File: config.mk
export PLATFORM = sky130hd
export DESIGN_NAME = rms_level_meter_with_peak_core
export DESIGN_NICKNAME = d
export VERILOG_FILES = /design/src/hdl/rlm_pkg.sv /design/src/hdl/rlm_sqmul.sv /design/src/hdl/rlm_div.sv /design/src/hdl/rlm_sqrt.sv /design/src/hdl/rms_level_meter_with_peak_core.sv
export SDC_FILE = /design/constraint.sdc
export NUM_CORES = 1
export LEC_CHECK = 0
export BUFFER_PORTS_ARGS = -buffer_cell sky130_fd_sc_hd__buf_2
export CORE_AREA = 2 2 201 203
export DETAILED_ROUTE_END_ITERATION = 10
export DIE_AREA = 0 0 203 205
export GPL_TIMING_DRIVEN = 0
export PLACE_DENSITY = 0.83
export SLEW_MARGIN = 20
export SYNTH_ARGS = -nofsm -noshare
export SYNTH_HDL_FRONTEND = slang
export SYNTH_SLANG_ARGS = --single-unit
File: constraint.sdc
create_clock -name clk -period 5.4 [get_ports clk]
set_clock_uncertainty 0.05 [all_clocks]
set_input_delay 1.08 -clock clk [delete_from_list [all_inputs] [get_ports clk]]
set_output_delay 1.08 -clock clk [all_outputs]
set_load 0.01 [all_outputs]
File: src/hdl/rlm_pkg.sv
// ----------------------------------------------------------------------------
// rlm_pkg
// shared types and constants of the rms level meter with peak detect
// ----------------------------------------------------------------------------
package rlm_pkg;

    // configuration register widths
    localparam int MID_W = 12;
    localparam int MARGIN_W = 12;
    localparam int CNT_W = 16;
    localparam int CFG_IDX_W = 2;
    localparam int CFG_DATA_W = 16;

    // accumulator and result widths
    localparam int SUM_W = 41;
    localparam int RMS_W = 12;

    // register indexes
    localparam logic [CFG_IDX_W-1:0] REG_MID_LEVEL = 2'd0;
    localparam logic [CFG_IDX_W-1:0] REG_PEAK_MARGIN = 2'd1;
    localparam logic [CFG_IDX_W-1:0] REG_WINDOW_LENGTH = 2'd2;

    // reset values
    localparam logic [MID_W-1:0] MID_RST = 12'd1650;
    localparam logic [MARGIN_W-1:0] MARGIN_RST = MARGIN_W'(900 / 2);
    localparam logic [CNT_W-1:0] WINDOW_RST = 16'd2000;

    localparam logic [RMS_W-1:0] RMS_MAX = 12'd4095;

    // status of a serial arithmetic unit
    typedef struct packed {
        logic busy;
        logic done;
    } rlm_stat_t;

endpackage

File: src/hdl/rlm_sqmul.sv
// ----------------------------------------------------------------------------
// rlm_sqmul
// bit-serial squarer: shift-add over one multiplier bit per cycle
// ----------------------------------------------------------------------------
module rlm_sqmul #(
    parameter int MAG_W = 12
) (
    input  logic                   clk,
    input  logic                   rst_n,
    input  logic                   start,
    input  logic [MAG_W-1:0]       mag,
    output rlm_pkg::rlm_stat_t     stat,
    output logic [2*MAG_W-1:0]     square
);
    import rlm_pkg::*;

    localparam int CNT_BITS = $clog2(MAG_W + 1);
    localparam logic [CNT_BITS-1:0] LAST = CNT_BITS'(MAG_W - 1);

    logic                  busy_reg;
    logic                  done_reg;
    logic [CNT_BITS-1:0]   cnt_reg;
    logic [2*MAG_W-1:0]    acc_reg;
    logic [2*MAG_W-1:0]    acc_next;
    logic [2*MAG_W-1:0]    mcand_reg;
    logic [MAG_W-1:0]      mplier_reg;

    // add the shifted multiplicand when the current multiplier bit is set
    assign acc_next = mplier_reg[0] ? acc_reg + mcand_reg : acc_reg;

    always_ff @(posedge clk or negedge rst_n)
    begin
        if (!rst_n)
        begin
            busy_reg <= 1'b0;
            done_reg <= 1'b0;
            cnt_reg <= '0;
        end
        else
        begin
            done_reg <= busy_reg && (cnt_reg == LAST);
            if (start)
            begin
                busy_reg <= 1'b1;
                cnt_reg <= '0;
            end
            else if (busy_reg)
            begin
                cnt_reg <= cnt_reg + 1'b1;
                if (cnt_reg == LAST)
                begin
                    busy_reg <= 1'b0;
                end
            end
        end
    end

    always_ff @(posedge clk)
    begin
        if (start)
        begin
            acc_reg <= '0;
            mcand_reg <= (2*MAG_W)'(mag);
            mplier_reg <= mag;
        end
        else if (busy_reg)
        begin
            acc_reg <= acc_next;
            mcand_reg <= {mcand_reg[2*MAG_W-2:0], 1'b0};
            mplier_reg <= {1'b0, mplier_reg[MAG_W-1:1]};
        end
    end

    assign stat.busy = busy_reg;
    assign stat.done = done_reg;
    assign square = acc_reg;

endmodule

File: src/hdl/rlm_div.sv
// ----------------------------------------------------------------------------
// rlm_div
// restoring divider, one quotient bit per cycle
// ----------------------------------------------------------------------------
module rlm_div #(
    parameter int NUM_W = 41,
    parameter int DEN_W = 16
) (
    input  logic                   clk,
    input  logic                   rst_n,
    input  logic                   start,
    input  logic [NUM_W-1:0]       dividend,
    input  logic [DEN_W-1:0]       divisor,
    output rlm_pkg::rlm_stat_t     stat,
    output logic [NUM_W-1:0]       quotient
);
    import rlm_pkg::*;

    localparam int CNT_BITS = $clog2(NUM_W + 1);
    localparam logic [CNT_BITS-1:0] LAST = CNT_BITS'(NUM_W - 1);

    logic                  busy_reg;
    logic                  done_reg;
    logic [CNT_BITS-1:0]   cnt_reg;
    logic [DEN_W-1:0]      den_reg;
    logic [DEN_W-1:0]      rem_reg;
    logic [NUM_W-1:0]      quo_reg;
    logic [DEN_W:0]        trial;
    logic [DEN_W:0]        diff;
    logic                  fits;

    // shift the next dividend bit into the partial remainder
    assign trial = {rem_reg, quo_reg[NUM_W-1]};
    assign diff = trial - {1'b0, den_reg};
    assign fits = (trial >= {1'b0, den_reg});

    always_ff @(posedge clk or negedge rst_n)
    begin
        if (!rst_n)
        begin
            busy_reg <= 1'b0;
            done_reg <= 1'b0;
            cnt_reg <= '0;
        end
        else
        begin
            done_reg <= busy_reg && (cnt_reg == LAST);
            if (start)
            begin
                busy_reg <= 1'b1;
                cnt_reg <= '0;
            end
            else if (busy_reg)
            begin
                cnt_reg <= cnt_reg + 1'b1;
                if (cnt_reg == LAST)
                begin
                    busy_reg <= 1'b0;
                end
            end
        end
    end

    always_ff @(posedge clk)
    begin
        if (start)
        begin
            den_reg <= divisor;
            rem_reg <= '0;
            quo_reg <= dividend;
        end
        else if (busy_reg)
        begin
            // remainder stays below the divisor, so it fits back in DEN_W bits
            rem_reg <= fits ? diff[DEN_W-1:0] : trial[DEN_W-1:0];
            quo_reg <= {quo_reg[NUM_W-2:0], fits};
        end
    end

    assign stat.busy = busy_reg;
    assign stat.done = done_reg;
    assign quotient = quo_reg;

endmodule

File: src/hdl/rlm_sqrt.sv
// ----------------------------------------------------------------------------
// rlm_sqrt
// digit-by-digit integer square root, one root bit per cycle
// ----------------------------------------------------------------------------
module rlm_sqrt #(
    parameter int IN_W = 41
) (
    input  logic                               clk,
    input  logic                               rst_n,
    input  logic                               start,
    input  logic [IN_W-1:0]                    radicand,
    output rlm_pkg::rlm_stat_t                 stat,
    output logic [(IN_W + (IN_W % 2))/2-1:0]   root
);
    import rlm_pkg::*;

    localparam int EVEN_W = IN_W + (IN_W % 2);
    localparam int ROOT_W = EVEN_W / 2;
    localparam int CNT_BITS = $clog2(ROOT_W + 1);
    localparam logic [CNT_BITS-1:0] LAST = CNT_BITS'(ROOT_W - 1);

    logic                  busy_reg;
    logic                  done_reg;
    logic [CNT_BITS-1:0]   cnt_reg;
    logic [EVEN_W-1:0]     x_reg;
    logic [ROOT_W:0]       rem_reg;
    logic [ROOT_W-1:0]     root_reg;
    logic [ROOT_W+2:0]     trial;
    logic [ROOT_W+2:0]     test;
    logic [ROOT_W+2:0]     diff;
    logic                  fits;

    // bring down the next bit pair and try root*4+1
    assign trial = {rem_reg, x_reg[EVEN_W-1:EVEN_W-2]};
    assign test = {1'b0, root_reg, 2'b01};
    assign diff = trial - test;
    assign fits = (trial >= test);

    always_ff @(posedge clk or negedge rst_n)
    begin
        if (!rst_n)
        begin
            busy_reg <= 1'b0;
            done_reg <= 1'b0;
            cnt_reg <= '0;
        end
        else
        begin
            done_reg <= busy_reg && (cnt_reg == LAST);
            if (start)
            begin
                busy_reg <= 1'b1;
                cnt_reg <= '0;
            end
            else if (busy_reg)
            begin
                cnt_reg <= cnt_reg + 1'b1;
                if (cnt_reg == LAST)
                begin
                    busy_reg <= 1'b0;
                end
            end
        end
    end

    always_ff @(posedge clk)
    begin
        if (start)
        begin
            x_reg <= EVEN_W'(radicand);
            rem_reg <= '0;
            root_reg <= '0;
        end
        else if (busy_reg)
        begin
            // remainder never exceeds twice the root, so ROOT_W+1 bits hold it
            rem_reg <= fits ? diff[ROOT_W:0] : trial[ROOT_W:0];
            root_reg <= {root_reg[ROOT_W-2:0], fits};
            x_reg <= {x_reg[EVEN_W-3:0], 2'b00};
        end
    end

    assign stat.busy = busy_reg;
    assign stat.done = done_reg;
    assign root = root_reg;

endmodule

File: src/hdl/rms_level_meter_with_peak_core.sv
// ----------------------------------------------------------------------------
// rms_level_meter_with_peak_core
// windowed rms level meter with peak detect, serial arithmetic datapath
// ----------------------------------------------------------------------------
//
//  channel  signals                       direction  moves
//  -------  ----------------------------  ---------  --------------------------
//  in       in_valid in_ready sample      sink       one sample per transaction
//  out      out_valid out_ready           source     rms_level and peak_flag,
//           rms_level peak_flag                      one per closed window
//  cfg      cfg_wr_en cfg_index cfg_wdata sink       register write, no wait
//
//  a sample that does not close its window passes only the shift-add squarer
//  (MAG_W = max(SAMPLE_BITS, 12)); one that closes it then passes the restoring
//  divider and the square root unit, and its result is loaded into the output
//  register. in_ready is high only between samples. a finished result waits in
//  the output register; the next sample is taken meanwhile and only a following
//  window close waits on out_ready. asynchronous reset returns the control,
//  configuration and window registers to reset values; payload is not reset.
//
module rms_level_meter_with_peak_core #(
    parameter int SAMPLE_BITS = 12
) (
    input  logic                              clk,
    input  logic                              rst_n,
    // sample input
    input  logic                              in_valid,
    output logic                              in_ready,
    input  logic [SAMPLE_BITS-1:0]            sample,
    // result output
    output logic                              out_valid,
    input  logic                              out_ready,
    output logic [rlm_pkg::RMS_W-1:0]         rms_level,
    output logic                              peak_flag,
    // configuration write port
    input  logic                              cfg_wr_en,
    input  logic [rlm_pkg::CFG_IDX_W-1:0]     cfg_index,
    input  logic [rlm_pkg::CFG_DATA_W-1:0]    cfg_wdata
);
    import rlm_pkg::*;

    // offset magnitude width, the width that holds threshold sums and the root width
    localparam int MAG_W = (SAMPLE_BITS > MID_W) ? SAMPLE_BITS : MID_W;
    localparam int CMP_W = MAG_W + 1;
    localparam int ROOT_W = (SUM_W + (SUM_W % 2)) / 2;

    // sequencer states
    localparam logic [2:0] ST_IDLE = 3'd0;
    localparam logic [2:0] ST_MUL = 3'd1;
    localparam logic [2:0] ST_DIV = 3'd2;
    localparam logic [2:0] ST_SQRT = 3'd3;
    localparam logic [2:0] ST_FIN = 3'd4;

    logic [2:0]             state_reg;
    logic [2:0]             state_next;

    // configuration registers
    logic [MID_W-1:0]       mid_level_reg;
    logic [MARGIN_W-1:0]    peak_margin_reg;
    logic [CNT_W-1:0]       window_length_reg;

    // window accumulators
    logic [SUM_W-1:0]       sum_reg;
    logic [CNT_W-1:0]       count_reg;
    logic [SAMPLE_BITS-1:0] min_reg;
    logic [SAMPLE_BITS-1:0] max_reg;
    logic                   peak_reg;

    // output register
    logic                   out_valid_reg;
    logic [RMS_W-1:0]       rms_reg;
    logic                   flag_reg;

    logic                   in_fire;
    logic                   out_fire;
    logic                   out_load;
    logic [SAMPLE_BITS-1:0] mid_trunc;
    logic signed [MAG_W:0]  diff;
    logic [MAG_W-1:0]       mag;
    logic [2*MAG_W-1:0]     square;
    logic [SUM_W:0]         sum_wide;
    logic [SUM_W-1:0]       sum_sat;
    logic [CNT_W-1:0]       win_len;
    logic                   win_close;
    logic                   peak_now;
    logic [SUM_W-1:0]       quotient;
    logic [ROOT_W-1:0]      root;
    logic [RMS_W-1:0]       rms_sat;

    rlm_stat_t              mul_stat;
    rlm_stat_t              div_stat;
    rlm_stat_t              sqrt_stat;

    assign in_ready = (state_reg == ST_IDLE);
    assign in_fire = in_valid && in_ready;
    assign out_fire = out_valid_reg && out_ready;
    // a finished result moves to the output register once it is free
    assign out_load = (state_reg == ST_FIN) && (!out_valid_reg || out_ready);

    // min and max restart at the midpoint cut to the sample width
    assign mid_trunc = SAMPLE_BITS'(mid_level_reg);

    // offset from the midpoint, folded to a magnitude for the squarer
    assign diff = $signed({1'b0, MAG_W'(sample)}) - $signed({1'b0, MAG_W'(mid_level_reg)});
    assign mag = diff[MAG_W] ? MAG_W'(-diff) : diff[MAG_W-1:0];

    // saturating accumulate of the new square
    assign sum_wide = {1'b0, sum_reg} + (SUM_W+1)'(square);
    assign sum_sat = sum_wide[SUM_W] ? {SUM_W{1'b1}} : sum_wide[SUM_W-1:0];

    // zero length acts as one; a lowered length closes with the next sample
    assign win_len = (window_length_reg == '0) ? CNT_W'(1) : window_length_reg;
    assign win_close = (count_reg >= win_len);

    // thresholds compared without wrap: min + margin < mid, max > mid + margin
    assign peak_now = ((CMP_W'(min_reg) + CMP_W'(peak_margin_reg)) < CMP_W'(mid_level_reg))
                   || (CMP_W'(max_reg) > (CMP_W'(mid_level_reg) + CMP_W'(peak_margin_reg)));

    assign rms_sat = (root > ROOT_W'(RMS_MAX)) ? RMS_MAX : root[RMS_W-1:0];

    rlm_sqmul #(
        .MAG_W(MAG_W)
    ) u_sqmul (
        .clk(clk),
        .rst_n(rst_n),
        .start(in_fire),
        .mag(mag),
        .stat(mul_stat),
        .square(square)
    );

    rlm_div #(
        .NUM_W(SUM_W),
        .DEN_W(CNT_W)
    ) u_div (
        .clk(clk),
        .rst_n(rst_n),
        .start(mul_stat.done && win_close),
        .dividend(sum_sat),
        .divisor(count_reg),
        .stat(div_stat),
        .quotient(quotient)
    );

    rlm_sqrt #(
        .IN_W(SUM_W)
    ) u_sqrt (
        .clk(clk),
        .rst_n(rst_n),
        .start(div_stat.done),
        .radicand(quotient),
        .stat(sqrt_stat),
        .root(root)
    );

    // sequencer
    always_comb
    begin
        state_next = state_reg;
        unique case (state_reg)
            ST_IDLE:
            begin
                if (in_fire)
                begin
                    state_next = ST_MUL;
                end
            end
            ST_MUL:
            begin
                if (mul_stat.done)
                begin
                    state_next = win_close ? ST_DIV : ST_IDLE;
                end
            end
            ST_DIV:
            begin
                if (div_stat.done)
                begin
                    state_next = ST_SQRT;
                end
            end
            ST_SQRT:
            begin
                if (sqrt_stat.done)
                begin
                    state_next = ST_FIN;
                end
            end
            ST_FIN:
            begin
                if (out_load)
                begin
                    state_next = ST_IDLE;
                end
            end
            default:
            begin
                state_next = ST_IDLE;
            end
        endcase
    end

    always_ff @(posedge clk or negedge rst_n)
    begin
        if (!rst_n)
        begin
            state_reg <= ST_IDLE;
            mid_level_reg <= MID_RST;
            peak_margin_reg <= MARGIN_RST;
            window_length_reg <= WINDOW_RST;
            sum_reg <= '0;
            count_reg <= '0;
            min_reg <= SAMPLE_BITS'(MID_RST);
            max_reg <= SAMPLE_BITS'(MID_RST);
            out_valid_reg <= 1'b0;
        end
        else
        begin
            state_reg <= state_next;

            // register writes; an index past the list is dropped
            if (cfg_wr_en)
            begin
                unique case (cfg_index)
                    REG_MID_LEVEL:     mid_level_reg <= cfg_wdata[MID_W-1:0];
                    REG_PEAK_MARGIN:   peak_margin_reg <= cfg_wdata[MARGIN_W-1:0];
                    REG_WINDOW_LENGTH: window_length_reg <= cfg_wdata[CNT_W-1:0];
                    default:           ;
                endcase
            end

            // min, max and count move as the sample is taken
            if (in_fire)
            begin
                count_reg <= count_reg + 1'b1;
                if (sample < min_reg)
                begin
                    min_reg <= sample;
                end
                if (sample > max_reg)
                begin
                    max_reg <= sample;
                end
            end

            // square is ready: accumulate or close the window
            if (mul_stat.done)
            begin
                if (win_close)
                begin
                    sum_reg <= '0;
                    count_reg <= '0;
                    min_reg <= mid_trunc;
                    max_reg <= mid_trunc;
                end
                else
                begin
                    sum_reg <= sum_sat;
                end
            end

            if (out_load)
            begin
                out_valid_reg <= 1'b1;
            end
            else if (out_fire)
            begin
                out_valid_reg <= 1'b0;
            end
        end
    end

    // payload registers
    always_ff @(posedge clk)
    begin
        if (mul_stat.done && win_close)
        begin
            peak_reg <= peak_now;
        end
        if (sqrt_stat.done)
        begin
            rms_reg <= rms_sat;
        end
        if (out_load)
        begin
            flag_reg <= peak_reg;
        end
    end

    // the output takes the saturated root captured when the root unit finished
    logic [RMS_W-1:0] rms_out_reg;

    always_ff @(posedge clk)
    begin
        if (out_load)
        begin
            rms_out_reg <= rms_reg;
        end
    end

    assign out_valid = out_valid_reg;
    assign rms_level = rms_out_reg;
    assign peak_flag = flag_reg;

    // no arithmetic unit runs while a new sample may be taken
    assert property (@(posedge clk) disable iff (!rst_n)
        in_ready |-> !(mul_stat.busy || div_stat.busy || sqrt_stat.busy))
        else $error("arithmetic unit busy while accepting samples");

    // a taken sample always starts the squarer
    assert property (@(posedge clk) disable iff (!rst_n)
        in_fire |=> (state_reg == ST_MUL) && mul_stat.busy)
        else $error("sample taken without starting the squarer");

    // the divider finishes only in its own phase of the sequence
    assert property (@(posedge clk) disable iff (!rst_n)
        div_stat.done |-> (state_reg == ST_DIV))
        else $error("divider finished outside its phase");

    // a pending result is never overwritten
    assert property (@(posedge clk) disable iff (!rst_n)
        out_load |-> (!out_valid_reg || out_ready))
        else $error("result loaded over a pending result");

endmodule
After elaboration in Yosys (flattened, before gate mapping)
Index checks and enable logic that the tools add are counted.

storage, ports and cells
  word-level logic and storage cells = 138
  bits of input ports = 35
  bits in registers = 390

cells by class
  eq/ne operators = 14
  $lt $le $gt $ge = 8
  reductions and logical operators = 22
  $add $sub $neg = 12
  muxes and demuxes = 49

operators by type and width
  operator                 count
  $mux W41                 6
  $mux W12                 13
  $mux W16                 5
  $add A41 B24 Y42         1
  $add A12 B12 Y13         2
  $add A24 B24 Y24         1
  $ge A24 B23 Y1           1
  $mux W22                 1
  $sub A22 B22 Y22         1
  $gt A21 B12 Y1 const B   1
  $ge A17 B16 Y1           1
  $add A16 B1 Y16 const B  1
  $ge A16 B16 Y1           1
  $logic_not A16 Y1        1
  $sub A16 B16 Y16         1
  $mux W3                  5
  $pmux W3 S5              1
  $gt A12 B13 Y1           1
  $lt A13 B12 Y1           1
  $sub A12 B12 Y13         1
  $gt A12 B12 Y1           1
  $lt A12 B12 Y1           1
  $mux W6                  2
  $neg A12 Y12             1
  other kinds (25)         54

Longest topological paths before layout
  word-level depth = 6
  gate-level depth with buffers = 20
  mapped depth without buffers = 20

Cells and area by module
A second synthesis with hierarchy kept.

second synthesis, totals
  cells, all modules = 2457
  area total of the unflattened synthesis = 24288.3 µm²

by module, submodules not included
  module                          times used  area each (µm²)  seq. area each (µm²)  cells each
  rms_level_meter_with_peak_core  1           11308.3          3943.8                1208
  rlm_sqrt                        1           4964.8           2287.2                493
  rlm_div                         1           4388.0           2232.1                364
  rlm_sqmul                       1           3627.2           1591.5                392

Worst setup path after synthesis
No wires, ideal clock.

  path type = register -> register
  start point = register window_length_reg[4]
  end point = register u_div.quo_reg[0], in the netlist u_div.quotient[0] (enable)
  cell stages (with the launch flop) = 15
  arrival time = 3.477 ns
  slack = 1.333 ns
  path through = dfstp_2 -> nor3_1 -> a41o_1 -> ha_1 -> nand2b_1 -> a21o_1 -> a21oi_1 -> o21ai_0 -> a2111oi_0 -> o311a_1 -> nand2b_1 -> buf_2 -> buf_2 -> buf_2 -> nand2_1

on the way
  longest elaborated chain between the ends = 5

RTL lines
  element                         RTL line                               RTL
  from (decl)                     rms_level_meter_with_peak_core.sv:60   logic [CNT_W-1:0] window_length_reg;
  from (signal assigned)          rms_level_meter_with_peak_core.sv:227  REG_WINDOW_LENGTH: window_length_reg <= cfg_wdata[CNT_W-1:0];
  $logic_not A16 Y1               rms_level_meter_with_peak_core.sv:112  assign win_len = (window_length_reg == '0) ? CNT_W'(1) : window_length_reg;
  $mux W16 *                      rms_level_meter_with_peak_core.sv:112
  $ge A16 B16 Y1 *                rms_level_meter_with_peak_core.sv:113  assign win_close = (count_reg >= win_len);
  $logic_and A1 B1 Y1 *           rms_level_meter_with_peak_core.sv:138  .start(mul_stat.done && win_close),
  $reduce_bool A2 Y1 (no line) *  -
  to (signal assigned)            rlm_div.sv:70                          quo_reg <= dividend;
  to (signal assigned)            rlm_div.sv:76                          quo_reg <= {quo_reg[NUM_W-2:0], fits};
  to (decl)                       rlm_div.sv:27                          logic [NUM_W-1:0] quo_reg;

Every way passes the cells marked *; elsewhere a longest branch is shown, timed or not.
A chain may end at the register's enable or synchronous reset.

Worst setup path after layout
  start point = register window_length_reg[14]
  end point = register u_div.quo_reg[16], in the netlist u_div.quotient[16] (enable)

Same word-level chain as after synthesis.

==> impl_metrics.json <==
{
  "rsz0062_at_grt": "false",
  "chipWidth_um": 203,
  "yosysSeqAreaShare_pct": 43.0,
  "die_height_um": 205,
  "grt_pass1_wl_mm": 92.4,
  "yosys_warnings": 0,
  "grt_use_total_pct": 27.4,
  "drtIter0Drc": 1248,
  "syn_area_mm2": 0.0234,
  "synthCells": 2371,
  "slew_violations": 0,
  "cap_violations": 0,
  "setup_viol": 0,
  "mostFrequentLayoutCells": "nor2_1 (217), ha_1 (191), nand2_1 (182)",
  "vias_per_cell": 6.12,
  "initial_utilization_pct": 59.4,
  "endpoint_kind": "register",
  "p_per_area_mw_per_mm2": 463,
  "cts_tree": "yes",
  "grt_pass1_vias": 18600,
  "drive_gt1_share_pct": 11.0,
  "overflow": 0,
  "tns_ps": 0,
  "place_hpwl_mm": 42.4,
  "layoutNonFillerInstCount": 3024,
  "ir_drop_mv": 0.346,
  "synthArstFlopShare_pct": 37.4,
  "fmax_ghz": 0.221,
  "area_growth_pct": 9.89,
  "hold_path_depth": 0,
  "path_class": "reg2reg",
  "worstPathRequired_ps": 5650,
  "status": "completed",
  "ys_ff_latch": 390,
  "vias": 18500,
  "fillCellCount": 3069,
  "mostFrequentLayoutCell": "nor2_1",
  "min_period_ps": 4530,
  "drcViolationCount": 0,
  "place.port_buffers": 49,
  "reg2reg_slack_ps": 870,
  "avgRoutedWirePerCell_um": 18.8,
  "postCtsHoldBufs": 0,
  "finalCritPeriodShare_pct": 83.9,
  "htreeDepth": 2,
  "worst_hold_slack_ps": 367,
  "synth_cell_types": 85,
  "clockRootBuffer": "clkbuf_16",
  "r2r_cells": 15,
  "synth_edf_count": 148,
  "core_mm2": 0.0394,
  "post_cts_resized": 0,
  "clk_latency_ps": 580,
  "worstReg2RegEnd": "u_div.quotient[16]",
  "finalInstanceArea_mm2": 0.0257,
  "dr.pass1.iters": 6,
  "hold_end": "rms_level[11]",
  "placed_area_mm2": 0.0243,
  "relSlewSlack_pct": 34.3,
  "hold_path_class": "reg2reg",
  "worstMarginPinSlew_ps": 972,
  "startpoint_type": "register",
  "num_rows": 73,
  "cts-buffers-inserted": 41,
  "finalCoreUtilization_pct": 65.3,
  "antenna_found_initial": 1,
  "crit_path_max_fanout": 34,
  "drt_wl_total_mm": 56.9,
  "hold_viol": 0,
  "syn_avg_cell_area_um2": 9.86,
  "die-area_mm2": 0.0416,
  "critPathArrivalTime_ps": 4790,
  "cts_sinks": 390,
  "clk_path_buf_depth": 3,
  "grt_max_degree": 79,
  "postCtsSetupBuffers": 0,
  "gp_congestion": 0.938,
  "final_antenna_net_count": 0,
  "nets": 2697,
  "clk_pin_slew_ps": 70,
  "placedCellCount": 2947,
  "ys.flop_type": "edfxtp_1",
  "ios": 50,
  "power_leakage_nw": 10.8,
  "synthesis.nets": 2603,
  "min-delay-start": "rms_reg[11]",
  "r2r_start": "window_length_reg[14]",
  "largest_register_ffs": 42
}
Yosys cell counts, types with 9 or more instances:
library cell | count | area share, %
mux2_2 | 74 | 3.6
buf_1 | 10 | 0.16
nand3_1 | 51 | 1.1
nor2_1 | 217 | 3.5
a211oi_1 | 21 | 0.67
nor3_1 | 53 | 1.1
and2_1 | 11 | 0.29
a21o_1 | 54 | 1.7
a311oi_2 | 9 | 0.58
or3_1 | 10 | 0.27
edfxtp_1 | 148 | 19
a311oi_1 | 10 | 0.37
o21ai_0 | 117 | 2.5
nor2b_1 | 27 | 0.72
a21oi_1 | 167 | 3.6
clkbuf_1 | 62 | 1.0
xnor2_1 | 85 | 3.2
a31oi_1 | 30 | 0.80
xor2_1 | 59 | 2.2
dfrtp_1 | 118 | 13
o21bai_1 | 12 | 0.39
nor4_1 | 10 | 0.27
o2bb2ai_1 | 20 | 0.75
dfxtp_1 | 96 | 8.2
dfstp_2 | 28 | 3.1
nand2b_1 | 25 | 0.67
and3_1 | 25 | 0.67
inv_1 | 143 | 2.3
nand4_1 | 40 | 1.1
nand2_1 | 183 | 2.9
ha_1 | 191 | 10
o211ai_1 | 11 | 0.35
buf_2 | 13 | 0.28
mux2i_1 | 85 | 3.6
o21a_1 | 28 | 0.90
per-stage QoR:
stage / power (W) / setup WS (ps)
2_1_floorplan: 0.00770 / 1330
3_3_place_gp: 0.00866 / 137
3_5_place_dp: 0.00895 / 894
4_1_cts: 0.0118 / 842
5_1_grt: 0.0126 / 684
6_report: 0.0119 / 867
cell type report:
type	instances	area, µm²	share of cell area [%]
clock buffer	59	1150	4.47
tap	525	657	2.56
buffer	97	453	1.76
antenna	1	2.50	0.00974
multi-input combinational	1739	12300	48.0
sequential	390	10100	39.1
inverter	145	544	2.12
clock inverter	17	198	0.769
timing repair buffer	51	303	1.18
worst max-delay path, cell delays in order, from the launching register on:
cell       delay (ps)
dfrtp_1           410
nor4_1            320
a41o_1            260
ha_1              230
nand2b_1          140
a21o_1            170
a21oi_1           150
o21ai_0           110
a2111oi_0         500
o311a_1           470
nand2b_1          150
buf_2             180
buf_2             300
buf_2             330
nand2_2           210
buf_12            240
where the power goes:
group | switching, W | internal [W]
Combinational | 0.00289 | 0.00210
Sequential | 0.000421 | 0.00361
Clock | 0.00122 | 0.00164
logic make-up after synthesis:
kind of cell             Yosys count  share of synthesized area, %
AO/OA/AOI/OAI                    546                          15.4
adder cells (fa/ha/maj)          197                          10.7
XOR/XNOR                         144                          5.39
AND/OR/NAND/NOR                  693                          14.0
flip-flops                       390                          43.0
buffers and inverters            242                          4.26
multiplexers                     159                          7.20
layer usage:
metal	track usage (%)	part of all wire, %
met3	4.06	5.8
met2	47.7	49
met4	11.5	3.9
met5	0	0
met1	34.2	42
worst max-delay path by stage:
stage,startpoint,endpoint,cells after the start
finish,window_length_reg[14],u_div.quotient[16],15
global route,window_length_reg[11],u_div.quotient[16],15
CTS,window_length_reg[14],u_div.quotient[23],15
detailed placement,window_length_reg[14],u_div.quotient[15],15
global placement,window_length_reg[11],u_div.quotient[13],14
floorplan,window_length_reg[4],u_div.quotient[0],14
Note: power is estimated with default switching activity, not from simulation.
